===== src/rtl/complex_alu_defines.svh =====
// assertion macros shared by the rtl
`ifndef COMPLEX_ALU_DEFINES_SVH
`define COMPLEX_ALU_DEFINES_SVH

// same-cycle implication, sampled on clk, off during reset
`define CXA_ASSERT_IMP(lbl, ante, cons, msg) \
  lbl: assert property (@(posedge clk) disable iff (!rst_n) (ante) |-> (cons)) \
    else $error(msg);

// next-cycle implication, sampled on clk, off during reset
`define CXA_ASSERT_NXT(lbl, ante, cons, msg) \
  lbl: assert property (@(posedge clk) disable iff (!rst_n) (ante) |=> (cons)) \
    else $error(msg);

`endif


===== src/rtl/cxa_pkg.sv =====
package cxa_pkg;

  typedef enum logic [2:0] {
    OP_ADD = 3'd0,
    OP_SUB = 3'd1,
    OP_MUL = 3'd2,
    OP_DIV = 3'd3,
    OP_EQ  = 3'd4
  } op_t;

  localparam int DIV_STEPS = 32;

  localparam logic signed [64:0] POS_LIM = 65'sd2147483647;
  localparam logic signed [64:0] NEG_LIM = -65'sd2147483648;

  typedef struct packed {
    logic [31:0] val;
    logic        ov;
  } sat_t;

  // products and short sums after the first stage
  typedef struct packed {
    logic [2:0]         func;
    logic signed [63:0] p_rr;
    logic signed [63:0] p_ii;
    logic signed [63:0] p_ri;
    logic signed [63:0] p_ir;
    logic [63:0]        d_r;
    logic [63:0]        d_i;
    logic signed [32:0] sum_re;
    logic signed [32:0] sum_im;
    logic               eq;
  } prod_t;

  // combined cross terms and divisor
  typedef struct packed {
    logic [2:0]         func;
    logic signed [64:0] s_re;
    logic signed [64:0] s_im;
    logic [63:0]        den;
    logic signed [32:0] sum_re;
    logic signed [32:0] sum_im;
    logic               eq;
  } sum_t;

  // record carried through the divider steps
  typedef struct packed {
    logic        is_div;
    logic        dz;
    logic        eq;
    logic        ov;
    logic [31:0] res_re;
    logic [31:0] res_im;
    logic        neg_re;
    logic        neg_im;
    logic        sat_re;
    logic        sat_im;
    logic [63:0] den;
    logic [63:0] r_re;
    logic [63:0] r_im;
    logic [31:0] sh_re;
    logic [31:0] sh_im;
    logic [31:0] q_re;
    logic [31:0] q_im;
  } div_t;

  function automatic sat_t sat65(input logic signed [64:0] v);
    sat_t s;
    if (v > POS_LIM) begin
      s.val = 32'h7FFF_FFFF;
      s.ov  = 1'b1;
    end else if (v < NEG_LIM) begin
      s.val = 32'h8000_0000;
      s.ov  = 1'b1;
    end else begin
      s.val = v[31:0];
      s.ov  = 1'b0;
    end
    return s;
  endfunction

  function automatic sat_t sat_quot(input logic neg, input logic big, input logic [31:0] q);
    sat_t s;
    if (big) begin
      s.val = neg ? 32'h8000_0000 : 32'h7FFF_FFFF;
      s.ov  = 1'b1;
    end else if (!neg) begin
      s.val = q[31] ? 32'h7FFF_FFFF : q;
      s.ov  = q[31];
    end else if (q > 32'h8000_0000) begin
      s.val = 32'h8000_0000;
      s.ov  = 1'b1;
    end else begin
      s.val = 32'(-q);
      s.ov  = 1'b0;
    end
    return s;
  endfunction

endpackage


===== src/rtl/cxa_div_step.sv =====
module cxa_div_step (
  input  logic          clk,
  input  logic          rst_n,
  input  logic          en,
  input  logic          vin,
  input  cxa_pkg::div_t din,
  output logic          v_r,
  output cxa_pkg::div_t dout_r
);
  import cxa_pkg::*;

  div_t        dout_nxt;
  logic [64:0] t_re;
  logic [64:0] t_im;
  logic [64:0] d_re;
  logic [64:0] d_im;
  logic        ge_re;
  logic        ge_im;

  // one restoring quotient bit per part
  always_comb begin
    t_re  = {din.r_re, din.sh_re[31]};
    t_im  = {din.r_im, din.sh_im[31]};
    d_re  = t_re - {1'b0, din.den};
    d_im  = t_im - {1'b0, din.den};
    ge_re = t_re >= {1'b0, din.den};
    ge_im = t_im >= {1'b0, din.den};

    dout_nxt       = din;
    dout_nxt.r_re  = ge_re ? d_re[63:0] : t_re[63:0];
    dout_nxt.r_im  = ge_im ? d_im[63:0] : t_im[63:0];
    dout_nxt.sh_re = din.sh_re << 1;
    dout_nxt.sh_im = din.sh_im << 1;
    dout_nxt.q_re  = {din.q_re[30:0], ge_re};
    dout_nxt.q_im  = {din.q_im[30:0], ge_im};
  end

  always_ff @(posedge clk) begin
    if (!rst_n) begin
      v_r <= 1'b0;
    end else if (en) begin
      v_r <= vin;
    end
  end

  always_ff @(posedge clk) begin
    if (en) begin
      dout_r <= dout_nxt;
    end
  end
endmodule


===== config.mk =====
export PLATFORM = sky130hd
export DESIGN_NAME = cxa_div_step
export DESIGN_NICKNAME = d
export VERILOG_FILES = /design/src/rtl/complex_alu_defines.svh /design/src/rtl/cxa_pkg.sv /design/src/rtl/cxa_div_step.sv
export SDC_FILE = /design/constraint.sdc
export NUM_CORES = 1
export LEC_CHECK = 0
export ABC_AREA = 1
export BUFFER_PORTS_ARGS = -buffer_cell sky130_fd_sc_hd__buf_2
export CORE_AREA = 2 2 306 308
export CTS_BUF_LIST = sky130_fd_sc_hd__clkbuf_4 sky130_fd_sc_hd__clkbuf_8 sky130_fd_sc_hd__clkbuf_16
export CTS_CLUSTER_DIAMETER = 50
export DETAILED_ROUTE_END_ITERATION = 8
export DIE_AREA = 0 0 308 310
export PLACE_DENSITY = 0.51
export SYNTH_ARGS = -nofsm -noshare
export SYNTH_HDL_FRONTEND = slang
export SYNTH_SLANG_ARGS = --single-unit

===== constraint.sdc =====
create_clock -name clk -period 3.71 [get_ports clk]
set_input_delay 0.5565 -clock clk [delete_from_list [all_inputs] [get_ports clk]]
set_output_delay 0.5565 -clock clk [all_outputs]
set_load 0.005 [all_outputs]

==> flow_metrics.py <==
metrics = {
    "clock_tree": {
        "cts_resized": 0,
        "cts_tree": "done",
        "clk-insertion-delay-late_ns": 0.63,
        "numClockSinks": 391,
        "cts.clk_slew.worst_paths_ns": 0.06,
        "cts_setup_buffers": 0,
        "htreeDepth": 2,
        "holdBufCountCts": 0,
        "cts_root_buf": "clkbuf_16",
        "clock_path_buffers": 3,
        "cts_buffers": 56,
    },
    "setup_path": {
        "start_kind": "primary input",
        "path_max_fanout": 24,
        "worstSetupEndpointType": "flop",
        "r2r_cells": 2,
        "crit_type": "in2reg",
        "r2r-start": "v_r",
        "setup.worst_path.start": "din[304]",
        "critPathCapture": "dout_r[128]",
        "r2r_end": "v_r",
        "r2r_slack_ns": 3.07,
        "cp.arrival_ns": 3.25,
        "cp.required_ns": 4.12,
    },
    "placement": {
        "place_congestion": 0.939,
        "dp.cells": 5442,
        "placed_area_um2": 31400,
        "portBuffers": 784,
        "dp_hpwl_um": 113000,
    },
    "floorplanning": {
        "rows": 112,
        "io_pins": 789,
        "die_area_um2": 95500,
        "die_y_um": 310,
        "coreArea_um2": 92500,
        "initial_utilization_pct": 27.8,
        "die_w_um": 308,
    },
    "yosys": {
        "yosys-top-cells-area": "edfxtp_1, nand2_1, inv_1",
        "seq_area_frac_synth_pct": 45.7,
        "synth_top_cell_by_area": "edfxtp_1",
        "yosysMostFrequentCell": "nand2_1",
        "ys.flop_type": "edfxtp_1",
        "synth_edf_count": 390,
        "synth_top_area_share_pct": 45.6,
        "synthTopCellsByCount": "nand2_1, inv_1, edfxtp_1",
        "synth_cell_type_count": 38,
        "synthCells": 3452,
        "avgSynthCellArea_um2": 7.44,
        "synth_warnings": 0,
        "synthesis.area_um2": 25700,
        "ys_ff_latch": 391,
        "async_reset_ff_share_pct": 0,
    },
    "sta": {
        "min_period_ns": 2.84,
        "maxSlewViolCount": 0,
        "tns_ns": 0,
        "skew_ns": 0,
        "fin_crit_sh_pct": 76.6,
        "worst_slew_pin_slew_ns": 0.843,
        "hold_viol": 0,
        "whs_ns": 0.0672,
        "timing.fmax_ghz": 0.352,
        "slew_headroom_pct": 43.8,
        "setup_viol": 0,
        "rsz0062_at_grt": "no",
    },
    "power": {
        "leakage_nw": 17.8,
        "power_density_nw_per_um2": 441,
        "peakVddDrop_uv": 347,
    },
    "layout": {
        "area_delta_synth_final_pct": 29.8,
        "drive_gt1_share_pct": 22.7,
        "fin_util_pct": 36.0,
        "multiInputGateArea_um2": 11000,
        "fin_area_um2": 33300,
        "seqCellArea_um2": 11700,
        "fin_cells": 5558,
        "fill_cells": 10100,
        "nNetsFinal": 4829,
    },
    "drt": {
        "postRouteWirelength_um": 130000,
        "antenna_left": 0,
        "vias": 25000,
        "drt-initial-drc-count": 1675,
        "vias_per_cell": 4.50,
        "wl_per_cell_um": 23.3,
        "drtPass1Iterations": 5,
        "drc": 0,
    },
    "grt": {
        "antenna_found_initial": 38,
        "grt_pass1_wl_um": 176000,
        "overflow": 0,
        "track_usage_pct": 26.3,
        "grt_max_degree": 76,
        "grt_pass1_vias": 24900,
    },
    "min_path": {
        "holdPathStages": 1,
        "hold_path.class": "in2reg",
    },
    "status": {
        "outcome": "complete, no violations",
    },
    "flow_run": {
        "drv_cap": 0,
    },
}
[kinds of logic after synthesis]
family / count (synthesis) / share of synthesized area (%)
buf+inv: 757 / 11.4
fa+ha+maj: 130 / 6.39
xor+xnor: 62 / 2.11
simple gates: 1998 / 32.2
other cells: 1 / 0.0146
flops: 391 / 45.7
compound gates: 113 / 2.26
[cell type report]
cell class                      count  share of cell area [%]
Clock inverter                     42                    1.49
Inverter                          716                    8.06
Timing Repair Buffer              833                    13.2
Multi-Input combinational cell   2305                    33.1
Antenna cell                       11                  0.0826
Tap cell                         1197                    4.49
Sequential cell                   391                    35.2
Clock buffer                       63                    4.36
[power breakdown]
part	total [mW]	internal [mW]	switching, mW	leakage, nW
clock	5.56	3.31	2.25	0.972
combinational	3.54	1.21	2.33	13.0
sequential	5.62	5.43	0.191	3.82
[layer usage]
metal | vias up | share of wire (%) | track usage [%]
met5 | - | 0.22 | 0.202
met4 | 42 | 4.5 | 10.8
met3 | 220 | 7.3 | 6.61
met2 | 819 | 50 | 48.1
met1 | 11500 | 38 | 28.8
li1 | 12500 | - | -
[cell usage in the layout, fill, tap and decap left out, types with 10 or more instances in the layout]
cell | Yosys | final
nand2_1 | 1369 | 1369
buf_2 | 7 | 783
inv_1 | 707 | 707
edfxtp_1 | 390 | 390
nand3_1 | 280 | 280
nor2_1 | 221 | 221
ha_1 | 128 | 128
a21oi_1 | 90 | 90
xor2_1 | 60 | 60
clkbuf_16 | 0 | 56
buf_4 | 2 | 40
nand3b_1 | 32 | 32
nor3_1 | 17 | 17
o21ai_0 | 17 | 17
nor2_2 | 15 | 15
nand4_1 | 15 | 15
nand2_2 | 14 | 14
diode_2 | 0 | 11
nor4_1 | 11 | 11
clkinv_2 | 0 | 10
[state kept, by name, summed over array words and instances, names as in the netlist]
signal and cells:
dout_r 390, v_r 1
[metrics by stage]
step	setup slack, ns	total power [mW]
global placement	0.206	9.29
detailed placement	0.227	9.28
finish	0.869	14.7
floorplan	1.31	7.38
CTS	0.935	14.9
global route	0.761	15.4
[how the worst min path moves through the flow]
stage	slack (ns)	from	end
after floorplan	0.52	v_r	v_r
after global placement	0.53	v_r	v_r
after detailed placement	0.53	v_r	v_r
after CTS	0.02	din[330]	dout_r[330]
after global routing	0.03	din[341]	dout_r[341]
final	0.07	din[326]	dout_r[326]
[worst max-delay path, cell delays in order]
cell and delay (ns):
buf_2 0.09, inv_1 0.10, ha_1 0.47, nand2_1 0.17, nor2_1 0.30, nand2_1 0.21, inv_1 0.09, nand2_1 0.07
a21oi_1 0.37, nor2_4 0.17, nand2_4 0.21, buf_12 0.19, buf_4 0.15, o21ai_0 0.07
Note: power is estimated with default switching activity, not from simulation.
