### config.mk
export PLATFORM = sky130hd
export DESIGN_NAME = cxa_comb
export DESIGN_NICKNAME = d
export VERILOG_FILES = /design/src/rtl/complex_alu_defines.svh /design/src/rtl/cxa_pkg.sv /design/src/rtl/cxa_comb.sv
export SDC_FILE = /design/constraint.sdc
export NUM_CORES = 1
export LEC_CHECK = 0
export ABC_CLOCK_PERIOD_IN_PS = 7500
export BUFFER_PORTS_ARGS = -buffer_cell sky130_fd_sc_hd__buf_2
export CORE_AREA = 2 2 333 335
export DETAILED_ROUTE_END_ITERATION = 12
export DIE_AREA = 0 0 335 337
export GPL_TIMING_DRIVEN = 0
export PLACE_DENSITY = 0.58
export SYNTH_ARGS = -nofsm -noshare
export SYNTH_HDL_FRONTEND = slang
export SYNTH_SLANG_ARGS = --single-unit
### constraint.sdc
create_clock -name clk -period 7.5 [get_ports clk]
set_input_delay 1.5 -clock clk [delete_from_list [all_inputs] [get_ports clk]]
set_output_delay 1.5 -clock clk [all_outputs]
set_load 0.02 [all_outputs]
### src/rtl/complex_alu_defines.svh
// assertion macros shared by the rtl
`ifndef COMPLEX_ALU_DEFINES_SVH
`define COMPLEX_ALU_DEFINES_SVH

// same-cycle implication, sampled on clk, off during reset
`define CXA_ASSERT_IMP(lbl, ante, cons, msg) \
  lbl: assert property (@(posedge clk) disable iff (!rst_n) (ante) |-> (cons)) \
    else $error(msg);

// next-cycle implication, sampled on clk, off during reset
`define CXA_ASSERT_NXT(lbl, ante, cons, msg) \
  lbl: assert property (@(posedge clk) disable iff (!rst_n) (ante) |=> (cons)) \
    else $error(msg);

`endif

### src/rtl/cxa_pkg.sv
package cxa_pkg;

  typedef enum logic [2:0] {
    OP_ADD = 3'd0,
    OP_SUB = 3'd1,
    OP_MUL = 3'd2,
    OP_DIV = 3'd3,
    OP_EQ  = 3'd4
  } op_t;

  localparam int DIV_STEPS = 32;

  localparam logic signed [64:0] POS_LIM = 65'sd2147483647;
  localparam logic signed [64:0] NEG_LIM = -65'sd2147483648;

  typedef struct packed {
    logic [31:0] val;
    logic        ov;
  } sat_t;

  // products and short sums after the first stage
  typedef struct packed {
    logic [2:0]         func;
    logic signed [63:0] p_rr;
    logic signed [63:0] p_ii;
    logic signed [63:0] p_ri;
    logic signed [63:0] p_ir;
    logic [63:0]        d_r;
    logic [63:0]        d_i;
    logic signed [32:0] sum_re;
    logic signed [32:0] sum_im;
    logic               eq;
  } prod_t;

  // combined cross terms and divisor
  typedef struct packed {
    logic [2:0]         func;
    logic signed [64:0] s_re;
    logic signed [64:0] s_im;
    logic [63:0]        den;
    logic signed [32:0] sum_re;
    logic signed [32:0] sum_im;
    logic               eq;
  } sum_t;

  // record carried through the divider steps
  typedef struct packed {
    logic        is_div;
    logic        dz;
    logic        eq;
    logic        ov;
    logic [31:0] res_re;
    logic [31:0] res_im;
    logic        neg_re;
    logic        neg_im;
    logic        sat_re;
    logic        sat_im;
    logic [63:0] den;
    logic [63:0] r_re;
    logic [63:0] r_im;
    logic [31:0] sh_re;
    logic [31:0] sh_im;
    logic [31:0] q_re;
    logic [31:0] q_im;
  } div_t;

  function automatic sat_t sat65(input logic signed [64:0] v);
    sat_t s;
    if (v > POS_LIM) begin
      s.val = 32'h7FFF_FFFF;
      s.ov  = 1'b1;
    end else if (v < NEG_LIM) begin
      s.val = 32'h8000_0000;
      s.ov  = 1'b1;
    end else begin
      s.val = v[31:0];
      s.ov  = 1'b0;
    end
    return s;
  endfunction

  function automatic sat_t sat_quot(input logic neg, input logic big, input logic [31:0] q);
    sat_t s;
    if (big) begin
      s.val = neg ? 32'h8000_0000 : 32'h7FFF_FFFF;
      s.ov  = 1'b1;
    end else if (!neg) begin
      s.val = q[31] ? 32'h7FFF_FFFF : q;
      s.ov  = q[31];
    end else if (q > 32'h8000_0000) begin
      s.val = 32'h8000_0000;
      s.ov  = 1'b1;
    end else begin
      s.val = 32'(-q);
      s.ov  = 1'b0;
    end
    return s;
  endfunction

endpackage

### src/rtl/cxa_comb.sv
module cxa_comb #(
  parameter int FRAC_BITS = 16
) (
  input  logic           clk,
  input  logic           rst_n,
  input  logic           en,
  input  logic           vin,
  input  cxa_pkg::prod_t prod,
  output logic           v_r,
  output cxa_pkg::div_t  rec_r
);
  import cxa_pkg::*;

  sum_t sum_r;
  sum_t sum_nxt;
  logic sv_r;
  div_t rec_nxt;
  sat_t s_re;
  sat_t s_im;
  logic [63:0] m_re;
  logic [63:0] m_im;

  // cross terms and divisor
  always_comb begin
    sum_nxt.func   = prod.func;
    sum_nxt.den    = prod.d_r + prod.d_i;
    sum_nxt.sum_re = prod.sum_re;
    sum_nxt.sum_im = prod.sum_im;
    sum_nxt.eq     = prod.eq;
    case (prod.func)
      OP_MUL: begin
        sum_nxt.s_re = 65'(prod.p_rr) - 65'(prod.p_ii);
        sum_nxt.s_im = 65'(prod.p_ri) + 65'(prod.p_ir);
      end
      OP_DIV: begin
        sum_nxt.s_re = 65'(prod.p_rr) + 65'(prod.p_ii);
        sum_nxt.s_im = 65'(prod.p_ir) - 65'(prod.p_ri);
      end
      default: begin
        sum_nxt.s_re = '0;
        sum_nxt.s_im = '0;
      end
    endcase
  end

  // simple results and divider setup
  always_comb begin
    s_re = '0;
    s_im = '0;
    case (sum_r.func)
      OP_ADD, OP_SUB: begin
        s_re = sat65(65'(sum_r.sum_re));
        s_im = sat65(65'(sum_r.sum_im));
      end
      OP_MUL: begin
        s_re = sat65(sum_r.s_re >>> FRAC_BITS);
        s_im = sat65(sum_r.s_im >>> FRAC_BITS);
      end
      default: begin
        s_re = '0;
        s_im = '0;
      end
    endcase
    m_re = sum_r.s_re[64] ? 64'(-sum_r.s_re) : sum_r.s_re[63:0];
    m_im = sum_r.s_im[64] ? 64'(-sum_r.s_im) : sum_r.s_im[63:0];

    rec_nxt.is_div = (sum_r.func == OP_DIV);
    rec_nxt.dz     = (sum_r.func == OP_DIV) && (sum_r.den == 64'd0);
    rec_nxt.eq     = (sum_r.func == OP_EQ) && sum_r.eq;
    rec_nxt.ov     = s_re.ov | s_im.ov;
    rec_nxt.res_re = s_re.val;
    rec_nxt.res_im = s_im.val;
    rec_nxt.neg_re = sum_r.s_re[64];
    rec_nxt.neg_im = sum_r.s_im[64];
    rec_nxt.den    = sum_r.den;
    rec_nxt.r_re   = m_re >> (32 - FRAC_BITS);
    rec_nxt.r_im   = m_im >> (32 - FRAC_BITS);
    rec_nxt.sat_re = (m_re >> (32 - FRAC_BITS)) >= sum_r.den;
    rec_nxt.sat_im = (m_im >> (32 - FRAC_BITS)) >= sum_r.den;
    rec_nxt.sh_re  = 32'(m_re << FRAC_BITS);
    rec_nxt.sh_im  = 32'(m_im << FRAC_BITS);
    rec_nxt.q_re   = '0;
    rec_nxt.q_im   = '0;
  end

  always_ff @(posedge clk) begin
    if (!rst_n) begin
      sv_r <= 1'b0;
      v_r  <= 1'b0;
    end else if (en) begin
      sv_r <= vin;
      v_r  <= sv_r;
    end
  end

  always_ff @(posedge clk) begin
    if (en) begin
      sum_r <= sum_nxt;
      rec_r <= rec_nxt;
    end
  end
endmodule

==> summary.md, run 1 <==
| Metric | Value |
|---|---|
| Synthesized cell area | `37140 um2` |
| DR WL met3 | `around 11000 um` |
| Reg power frac | `0.385` |
| Worst Slack Setup Final | `about 370 ps` |
| Seq/Total Area, Yosys | `0.4279` |
| Worst vdd ir | `roughly 0.00012 V` |
| Vias | `approximately 33000` |
| TritonCTS clock tree | `yes` |
| Initial DRC Count | `about 2600` |
| Synth area leaders | `edfxtp_1, ha_1, xnor2_1` |
| EDFF count, synth | `between 500 and 600` |
| CP Data Required Time | `a little under 8000 ps` |
| Drt drc | `0` |
| Synth unique cells | `88` |
| Clock Path Buffers | `3` |
| H-Tree Level Count | `3` |
| Num CTS Buffers | `66` |
| Warning count from the yosys run | `0` |
| Pin count of the biggest net entering global routing | `130` |
| Post-synthesis average cell area | `roughly 9.9 um2` |
| Tcrit/Tclk final | `0.9506` |
| Top sig layer | `met5` |
| Clock group share of total power | `0.298` |
| Endpoints failing setup | `0` |
| Number of core rows | `122` |
| Die ar. | `between 100000 and 150000 um2` |
| Yosys top cell area share | `0.4269` |
| DR pass1 iterations | `6` |
| Top cell type by total area after synthesis | `edfxtp_1` |
| M1 WL | `around 65000 um` |
| Clk slew on worst S/H paths | `approximately 60 ps` |
| PwrDens | `around 230 nW/um2` |
| Ys flop type | `edfxtp_1` |
| Worst Hold Class | `reg -> reg` |
| Unrepaired setup endpoints after global routing | `false` |
| Crit path DAT | `7460 ps` |
| Most frequent cells in the layout | `buf_2, edfxtp_1, a21oi_1` |
| Outcome | `complete, no violations` |
| Actual transition at the worst max-transition pin | `1245 ps` |
| Input/output buffers | `approximately 720` |
| Die Wd | `335 um` |
| Crit Path Max Fanout | `11` |
| Placed Cells | `6036` |
| Asr flop ratio synth | `0` |
| Pre-CTS setup slack | `-2428 ps` |
| WL/cell | `~25 um` |
| Vias per inst | `about 5.3` |
| Initial Util | `0.3389` |
| P_sw | `around 3.8 mW` |
| Post-Layout Cell Count | `between 6000 and 7000` |
| Worst path max stage delay | `840 ps` |
| Area grow syn2layout | `21.96%` |
| Final hold vios | `0` |
| Post CTS Setup Buffer Count | `0` |
| Core Area | `~110000 um2` |
| Clock sinks | `530` |
| Routed Antenna Nets | `0` |
| Clock Latency Late Sink | `about 640 ps` |
| Skew final | `35.17 ps` |
| Number of max-cap violations | `0` |
| Worst setup SP type | `input port` |
| Combinational fraction of design power | `0.317` |
| CTS hold repair buffers | `0` |
| Worst slew margin | `0.1699` |
| Die Y | `about 340 um` |
| I/O Pins | `851` |
| Gate Count Post-Synth | `between 3000 and 4000` |
| Fin. max-slew vios | `0` |
| CP Buf/Inv Count | `3` |
| Cell chain of the critical path | `buf_2 > nor2b_1 > clkbuf_2 > nand2_1 > clkbuf_1 > o21ai_0 > ha_1 > a211oi_1 > o21ba_2 > o211ai_1 > a21o_1 > a211oi_2 > o21ai_0 > a31o_2 > a31oi_1 > nor3_1 > or3_1 > nor3b_1` |
| Max Fclk | `between 100 and 150 MHz` |
| Top delay family on crit path | `compound AO/OA/AOI/OAI gates` |
| Antenna violations before repair | `21` |
| Commonest non-fill, non-tap cell in the layout | `buf_2` |
| Total chip power | `around 10 mW` |
| Sw Share | `0.3619` |
| Number of global-route vias before repair | `31030` |
| Routed WL | `about 150000 um` |
| #FFs+latches synth | `between 500 and 600` |
| Final nets | `about 5400` |
| Root buf cell | `clkbuf_16` |
| Hpwl dp | `126900 um` |
| GRT overflow | `0` |
| Setup Crit Path Kind | `in -> reg` |
| CP Capture Type | `register` |
| First-pass GRT wire length | `between 200000 and 250000 um` |
| Worst path most repeated cell | `o21ai_0` |
| Total GRT Usage | `0.2578` |
| Tmin final | `slightly above 7000 ps` |
| Routability-driven placement congestion ratio | `around 0.94` |
| Cell internal pwr | `6.627 mW` |
| Metal2 WL | `between 70000 and 80000 um` |
| Leak Pwr | `18.79 nW` |
| Layout cell share with drive strength beyond 1 | `0.2159` |
| CP max stage cell | `clkbuf_1` |
synth_stat cells, types with 7 or more instances:
cell      instances
a211oi_1         26
a21boi_0         10
a21o_1          140
a21oi_1         358
a221oi_1         12
a31oi_1          28
and2_1           11
and3_1           15
and4_1            7
buf_1             8
buf_4           128
clkbuf_1        134
edfxtp_1        528
ha_1            292
inv_1           118
nand2_1         221
nand2b_1         31
nand3_1          49
nand4_1          74
nor2_1          348
nor2b_1          32
nor3_1           72
nor3b_1           8
nor4_1           48
o211ai_1         18
o21a_1           22
o21ai_0         208
o21bai_1         35
o22ai_1          64
o31ai_1          61
o41ai_1          26
or2_2            20
or3_1            40
or4_1            30
xnor2_1         287
xor2_1          137
per-stage QoR:
step / cell area (um2) / hold WS [ps] / TNS (ps) / util
after floorplan: 37620 / 424.4 / 0 / -
after global placement: 43020 / 433.8 / -1934610 / 0.3925
after detailed placement: 43170 / 435.5 / -100930 / 0.3938
after CTS: 45250 / 449.0 / 0 / 0.4129
after global routing: 45290 / 449.4 / 0 / 0.4132
final: 45300 / 448.6 / 0 / 0.4133
timing repair:
action	CTS	global route
endpoints found under the hold margin	0	0
pin swaps	0	0
setup endpoints to repair	72	9
gates resized for setup	8	7
worst paths after layout:
path,start,to,slack (ps),depth (start not counted)
max,prod[452],sum_r[259],370,18
max reg2reg,sum_r[143],rec_r[320],1530,21
min reg2reg,rec_nxt[315],rec_r[315],450,0
min,rec_nxt[315],rec_r[315],450,0
flip-flops by register name (all words and copies together) (netlist names):
| register | cells |
|---|---|
| rec_nxt | 66 |
| rec_r | 264 |
| sum_r | 198 |
| sv_r | 1 |
| v_r | 1 |
worst register-to-register path, stage by stage (launching register included):
cell	delay, ps
edfxtp_1	460
or4_4	560
or4b_4	550
nor2_4	150
nand3_2	90
or2_4	260
or3_4	390
or3_4	420
or4_4	490
o41ai_4	240
xnor2_1	420
ha_1	390
a21oi_1	150
nor2b_1	60
o21ai_0	140
nand2b_1	80
a21oi_1	140
nor2b_1	50
o21ai_0	150
nand2b_1	80
a221oi_1	310
nor2_1	110
area by class of cell:
type,count,area [um2]
plain buffers,272,1526
flip-flops and latches,530,15900
inverters,118,442.9
fillers,10920,64300
multi-input cells,2962,19790
clock buffers,80,1747
diodes,9,22.52
clock inverters,40,325.3
repair buffers,727,3761
well taps,1426,1784
per-layer routing:
metal / track usage / vias to the layer above
met1: 0.3379 / 15690
met5: 0 / -
li1: - / 15600
met3: 0.04992 / 238
met4: 0.09951 / 20
met2: 0.4199 / 1291
power groups by stage:
stage	Combinational (mW)	Clock (mW)	Sequential, mW
after global routing	3.58	3.28	4.02
final	3.29	3.10	4.00
after floorplan	1.82	0	4.12
after detailed placement	3.25	0	4.05
after global placement	3.22	0	4.10
after CTS	3.27	3.18	3.99
logic make-up (layout without fill, tap and decap cells):
| kind of cell | Yosys count | count (layout) | share of synthesized area |
|---|---|---|---|
| xor gates and xnor gates | 424 | 424 | 0.09998 |
| and+or+nand+nor | 1041 | 1041 | 0.1381 |
| DFF | 530 | 530 | 0.4279 |
| muxes | 6 | 6 | 0.001617 |
| adders and majority gates | 295 | 295 | 0.09998 |
| buffers and inverters | 391 | 1237 | 0.05295 |
| other | 1 | 137 | 0.0001010 |
| AOI/OAI and AO/OA | 1068 | 1068 | 0.1793 |
(Power assumes the default switching activity.)
==> run 2, diff against run 1 <==
==> constraint.sdc (replaced) <==
create_clock -name clk -period 7.5 [get_ports clk]
set_input_delay 1.125 -clock clk [delete_from_list [all_inputs] [get_ports clk]]
set_output_delay 1.125 -clock clk [all_outputs]
set_load 0.02 [all_outputs]
==> summary.md, run 2 (synthesized netlist as in run 1, its figures left out) <==
| Metric | Value |
|---|---|
| Worst path max stage delay | `590 ps (-250 ps)` |
| Final core occ | `0.4131 (about the same)` |
| WL/cell | `24.71 um (about the same)` |
| Initial DRC Count | `2695 (+4.3%)` |
| Worst slew margin | `0.1792 (+0.009216)` |
| Routed WL | `152400 um (about the same)` |
| PwrDens | `229.4 nW/um2 (about the same)` |
| Antenna violations before repair | `21 (unchanged)` |
| Most frequent cells in the layout | `buf_2, edfxtp_1, a21oi_1` |
| Drt drc | `0 (unchanged)` |
| Worst path most repeated cell | `a21oi_1` |
| Area after DPL | `43170 um2 (unchanged)` |
| Die Wd | `335 um (unchanged)` |
| Die Y | `337 um (unchanged)` |
| Clk slew on worst S/H paths | `60 ps (about the same)` |
| Final hold vios | `0 (unchanged)` |
| Tcrit/Tclk final | `0.9445 (-0.006103)` |
| Actual transition at the worst max-transition pin | `1231 ps (-13.82 ps)` |
| Final setup TNS | `0 ps (unchanged)` |
| Commonest non-fill, non-tap cell in the layout | `buf_2` |
| H-Tree Level Count | `3 (unchanged)` |
| Number of global-route vias before repair | `31020 (-0.013%)` |
| Area grow syn2layout | `21.90% (about the same)` |
| Routability-driven placement congestion ratio | `0.9421 (unchanged)` |
| Worst reg2reg endpoint | `rec_r[320]` |
| Top reg by flops | `rec_r` |
| Total chip power | `10.39 mW (about the same)` |
| Unrepaired setup endpoints after global routing | `false` |
| Num CTS Buffers | `66 (unchanged)` |
| DR pass1 iterations | `5 (-1)` |
| Post-route cell area | `45280 um2 (about the same)` |
| Tmin final | `7084 ps (-45.77 ps)` |
| Number of max-cap violations | `0 (unchanged)` |
| Root buf cell | `clkbuf_16` |
| First-pass GRT wire length | `212200 um (about the same)` |
| Outcome | `complete, no violations` |
| CP startpoint | `prod[452]` |
| Setup Crit Path Kind | `in -> reg` |
| Leak Pwr | `18.78 nW (about the same)` |
| Max FFs per register | `264 (unchanged)` |
| Core Area | `109600 um2 (unchanged)` |
| Cell chain of the critical path | `buf_2 > nor2b_1 > clkbuf_2 > and2_1 > clkbuf_2 > clkbuf_1 > a21oi_1 > xnor2_1 > ha_1 > a21oi_1 > o21bai_1 > a2111oi_0 > or4_1 > a21oi_1 > a2111oi_2 > a2111oi_1 > a21oi_1 > o21ai_0 > xnor2_1 > nor2_1` |
| I/O Pins | `851 (unchanged)` |
| Final nets | `5430 (unchanged)` |
| Clock Path Buffers | `3 (unchanged)` |
| CP Data Required Time | `7850 ps (+20 ps)` |
| Input/output buffers | `722 (unchanged)` |
| Number of core rows | `122 (unchanged)` |
| Vias | `32860 (+0.073%)` |
| Skew final | `34.24 ps (-0.9371 ps)` |
| Pin count of the biggest net entering global routing | `130 (unchanged)` |
| Die ar. | `112900 um2 (unchanged)` |
| Initial Util | `0.3389 (unchanged)` |
| Worst Hold Margin | `448.5 ps (-0.07700 ps)` |
| Hpwl dp | `126900 um (unchanged)` |
| Total GRT Usage | `0.2578 (about the same)` |
| Clock Latency Late Sink | `640 ps (about the same)` |
| Start of the worst register-to-register path | `sum_r[143]` |
| Clock sinks | `530 (unchanged)` |
| Vias per inst | `5.330 (about the same)` |
| Layout cell share with drive strength beyond 1 | `0.2146 (-0.001269)` |
| Endpoints failing setup | `0 (unchanged)` |
| GRT overflow | `0 (unchanged)` |
| CP Capture Type | `register` |
| Fin. max-slew vios | `0 (unchanged)` |
| Crit path capture | `sum_r[186]` |
| TritonCTS clock tree | `yes` |
| Crit path DAT | `7440 ps (-20 ps)` |
| Worst vdd ir | `0.0001259 V (+0.69%)` |
| Routed Antenna Nets | `0 (unchanged)` |
| Worst Hold Class | `reg -> reg` |
| Crit Path Max Fanout | `11 (unchanged)` |
| CP max stage cell | `and2_1` |
| Reg2reg setup slack | `1560 ps (+30 ps)` |
| R2R cell count | `21 (unchanged)` |
| Worst setup SP type | `input port` |
| Max Fclk | `141.2 MHz (+0.65%)` |
[run 2: layout make-up]
| cell class | instances | area [um2] |
|---|---|---|
| clock buffer | 80 | 1747 |
| inverter | 118 | 442.9 |
| buffer | 272 | 1525 |
| fill | 10920 | 64320 |
| clock inverter | 40 | 325.3 |
| tap | 1426 | 1784 |
| timing repair buffer | 727 | 3761 |
| antenna | 11 | 27.53 |
| sequential | 530 | 15900 |
| multi-input combinational | 2962 | 19770 |
[run 2: routing by layer]
metal,part of all wire,vias up,GRT usage
li1,-,15610,-
met1,0.43,15760,0.3377
met2,0.46,1251,0.4203
met3,0.071,231,0.04981
met4,0.037,18,0.09875
met5,0.00070,-,0
[run 2: worst min-delay path by stage]
stage	depth (start not counted)	from	end	slack, ps
after floorplan	0	rec_nxt[323]	rec_r[323]	420
after global placement	0	rec_nxt[309]	rec_r[309]	430
after detailed placement	0	rec_nxt[318]	rec_r[318]	440
after CTS	0	rec_nxt[315]	rec_r[315]	450
after global routing	0	rec_nxt[315]	rec_r[315]	450
final	0	rec_nxt[315]	rec_r[315]	450
[run 2: stage by stage]
| step | cells | worst slack [ps] |
|---|---|---|
| 3_5_place_dp | 6036 | -2053 |
| 3_3_place_gp | 6031 | -3161 |
| 6_report | 6166 | 416.3 |
| 5_1_grt | 6160 | 65.32 |
| 4_1_cts | 6156 | 154.0 |
| 2_1_floorplan | 3883 | 1223 |
[run 2: worst max-delay path: cells and delay by family]
kind                       cells  cell delay, ps
adders and majority gates      1             380
and+or+nand+nor                4            1030
xor gates and xnor gates       2             680
AOI/OAI and AO/OA              9            2650
buffers and inverters          4            1560
[run 2: where the power goes]
group	switching, mW	leakage [nW]	total, mW	internal [mW]
Clock	1.35	0.996	3.10	1.75
Sequential	0.283	5.20	4.00	3.71
Combinational	2.13	12.6	3.29	1.16
[run 2: repair_timing]
action | CTS | global route
resized for setup | 5 | 3
hold buffers | 0 | 0
setup buffers | 0 | 0
endpoints found under the setup margin | 38 | 4
pin swaps | 0 | 0
==> run 3, diff against run 2 <==
--- a/config.mk
+++ b/config.mk
@@ -9,5 +9,6 @@
 export BUFFER_PORTS_ARGS = -buffer_cell sky130_fd_sc_hd__buf_2
-export CORE_AREA = 2 2 333 335
+export CORE_AREA = 2 2 332 334
+export CTS_BUF_LIST = sky130_fd_sc_hd__clkbuf_4
 export DETAILED_ROUTE_END_ITERATION = 12
-export DIE_AREA = 0 0 335 337
+export DIE_AREA = 0 0 334 336
 export GPL_TIMING_DRIVEN = 0
==> constraint.sdc (replaced) <==
create_clock -name clk -period 7.5 [get_ports clk]
set_input_delay 0.375 -clock clk [delete_from_list [all_inputs] [get_ports clk]]
set_output_delay 0.375 -clock clk [all_outputs]
set_load 0.02 [all_outputs]
==> summary.md, run 3 (synthesized netlist as in run 1, its figures left out) <==
| Metric | Value |
|---|---|
| DR pass1 iterations | `6 (+1)` |
| Worst slew margin | `0.1334 (-0.04579)` |
| GRT overflow | `0 (unchanged)` |
| Top reg by flops | `rec_r` |
| Clock sinks | `530 (unchanged)` |
| Tcrit/Tclk final | `0.9630 (+0.01852)` |
| Skew final | `69.24 ps (+35.00 ps)` |
| WL/cell | `23.49 um (-5.0%)` |
| Die Wd | `334 um (-0.30%)` |
| Most frequent cells in the layout | `buf_2, edfxtp_1, a21oi_1` |
| CP Data Required Time | `8190 ps (+340 ps)` |
| Unrepaired setup endpoints after global routing | `false` |
| Final nets | `5858 (+7.9%)` |
| Placed Cells | `6024 (-0.20%)` |
| Root buf cell | `clkbuf_4` |
| Max FFs per register | `264 (unchanged)` |
| CP Capture Type | `register` |
| Worst vdd ir | `0.0001189 V (-5.6%)` |
| Fin. max-slew vios | `0 (unchanged)` |
| Initial DRC Count | `2922 (+8.4%)` |
| Layout cell share with drive strength beyond 1 | `0.2184 (+0.003733)` |
| Vias | `34950 (+6.3%)` |
| Antenna violations before repair | `18 (-14%)` |
| Routed Antenna Nets | `0 (unchanged)` |
| Die ar. | `112200 um2 (-0.59%)` |
| Tmin final | `7223 ps (+138.9 ps)` |
| Number of core rows | `121 (-0.82%)` |
| H-Tree Level Count | `4 (+1)` |
| Crit path DAT | `7920 ps (+480 ps)` |
| TritonCTS clock tree | `yes` |
| Pin count of the biggest net entering global routing | `123 (-5.4%)` |
| Clk slew on worst S/H paths | `70 ps (about the same)` |
| Hpwl dp | `126300 um (-0.46%)` |
| Worst setup SP type | `input port` |
| Leak Pwr | `20.33 nW (+8.3%)` |
| Endpoints failing setup | `0 (unchanged)` |
| Num CTS Buffers | `148 (+120%)` |
| Vias per inst | `5.261 (-1.3%)` |
| Clock Latency Late Sink | `1030 ps (+390 ps)` |
| Setup Crit Path Kind | `in -> reg` |
| Outcome | `complete, no violations` |
| CP startpoint | `prod[452]` |
| Input/output buffers | `722 (unchanged)` |
| Initial Util | `0.3427 (+0.003755)` |
| Start of the worst register-to-register path | `sum_r[143]` |
| Hold Crit Start | `prod[80]` |
| Final hold vios | `0 (unchanged)` |
| Actual transition at the worst max-transition pin | `1300 ps (+68.69 ps)` |
| Max Fclk | `138.5 MHz (-1.9%)` |
| Routed WL | `156000 um (+2.4%)` |
| Post CTS Setup Buffer Count | `0 (unchanged)` |
| Number of max-cap violations | `0 (unchanged)` |
| Routability-driven placement congestion ratio | `0.9344 (-0.82%)` |
| Total GRT Usage | `0.2670 (+0.009243)` |
| Commonest non-fill, non-tap cell in the layout | `buf_2` |
| I/O Pins | `851 (unchanged)` |
| Total chip power | `10.22 mW (-1.6%)` |
| PwrDens | `210.7 nW/um2 (-8.2%)` |
| Area grow syn2layout | `30.64%` |
| Clock Path Buffers | `3 (unchanged)` |
| Core Area | `108400 um2 (-1.1%)` |
| First-pass GRT wire length | `220300 um (+3.8%)` |
| Number of global-route vias before repair | `33430 (+7.8%)` |
| Die Y | `336 um (-0.30%)` |
| Post-Layout Cell Count | `6643 (+7.7%)` |
| Drt drc | `0 (unchanged)` |
| Crit Path Max Fanout | `10 (-1)` |
| Worst Hold Class | `in -> reg` |
-- run 3: layout make-up --
type / instances / area (um2)
antenna: 13 / 32.53
fill: 10630 / 59870
timing repair buffer: 1072 / 7214
multi-input combinational: 2962 / 19760
tap: 1414 / 1769
clock inverter: 63 / 382.9
sequential: 530 / 15900
inverter: 118 / 442.9
buffer: 273 / 1536
clock buffer: 198 / 1486
-- run 3: path summary, 6_finish.rpt --
check             slack, ps           end  cells past startpoint
setup reg to reg       1620    rec_r[320]                     20
hold reg to reg         450    rec_r[314]                      0
setup / recovery        280    sum_r[259]                     21
hold / removal          140  rec_nxt[270]                      5
-- run 3: routing by layer --
layer / part of all wire / GRT usage / vias up
li1: - / - / 16530
met1: 0.43 / 0.3485 / 16690
met2: 0.47 / 0.4363 / 1454
met3: 0.068 / 0.04977 / 258
met4: 0.037 / 0.1075 / 10
met5: 0.00043 / 0 / -
-- run 3: worst max-delay path: stages --
cell and delay, ps:
buf_2 120, nor2b_1 140, clkdlybuf4s15_1 810, and2_1 220
clkbuf_1 550, clkbuf_1 670, clkdlybuf4s15_1 930, nor2_1 110
xor2_1 180, ha_1 340, o21ai_0 310, o21ba_2 210
o211ai_1 200, a21o_1 230, a211oi_1 680, o21ai_0 320
a31o_2 350, a31oi_1 490, nor3_1 140, or3_1 360
nor3b_1 160
-- run 3: repair_timing --
item | CTS | global route
hold endpoints to repair | 309 | 0
setup endpoints to repair | 2 | 1
hold buffers | 345 | 0
resized for setup | 1 | 5
-- run 3: where the power goes --
| part | total (mW) | switching, mW | internal (mW) |
|---|---|---|---|
| registers | 4.00 | 0.291 | 3.71 |
| logic | 3.51 | 2.16 | 1.35 |
| clock network | 2.71 | 1.34 | 1.38 |
-- run 3: stage by stage --
| step | hold slack (ps) | utilization | setup slack (ps) | area [um2] | setup TNS [ps] |
|---|---|---|---|---|---|
| 2_1_floorplan | 424.4 | - | 1973 | 37620 | 0 |
| 3_3_place_gp | 435.1 | 0.3967 | -2461 | 43000 | -1190900 |
| 3_5_place_dp | 435.8 | 0.3981 | -1251 | 43150 | -13230 |
| 4_1_cts | 0.3407 | 0.4472 | 223.5 | 48470 | 0 |
| 5_1_grt | 43.26 | 0.4475 | 40.64 | 48510 | 0 |
| 6_report | 138.8 | 0.4476 | 277.4 | 48520 | 0 |
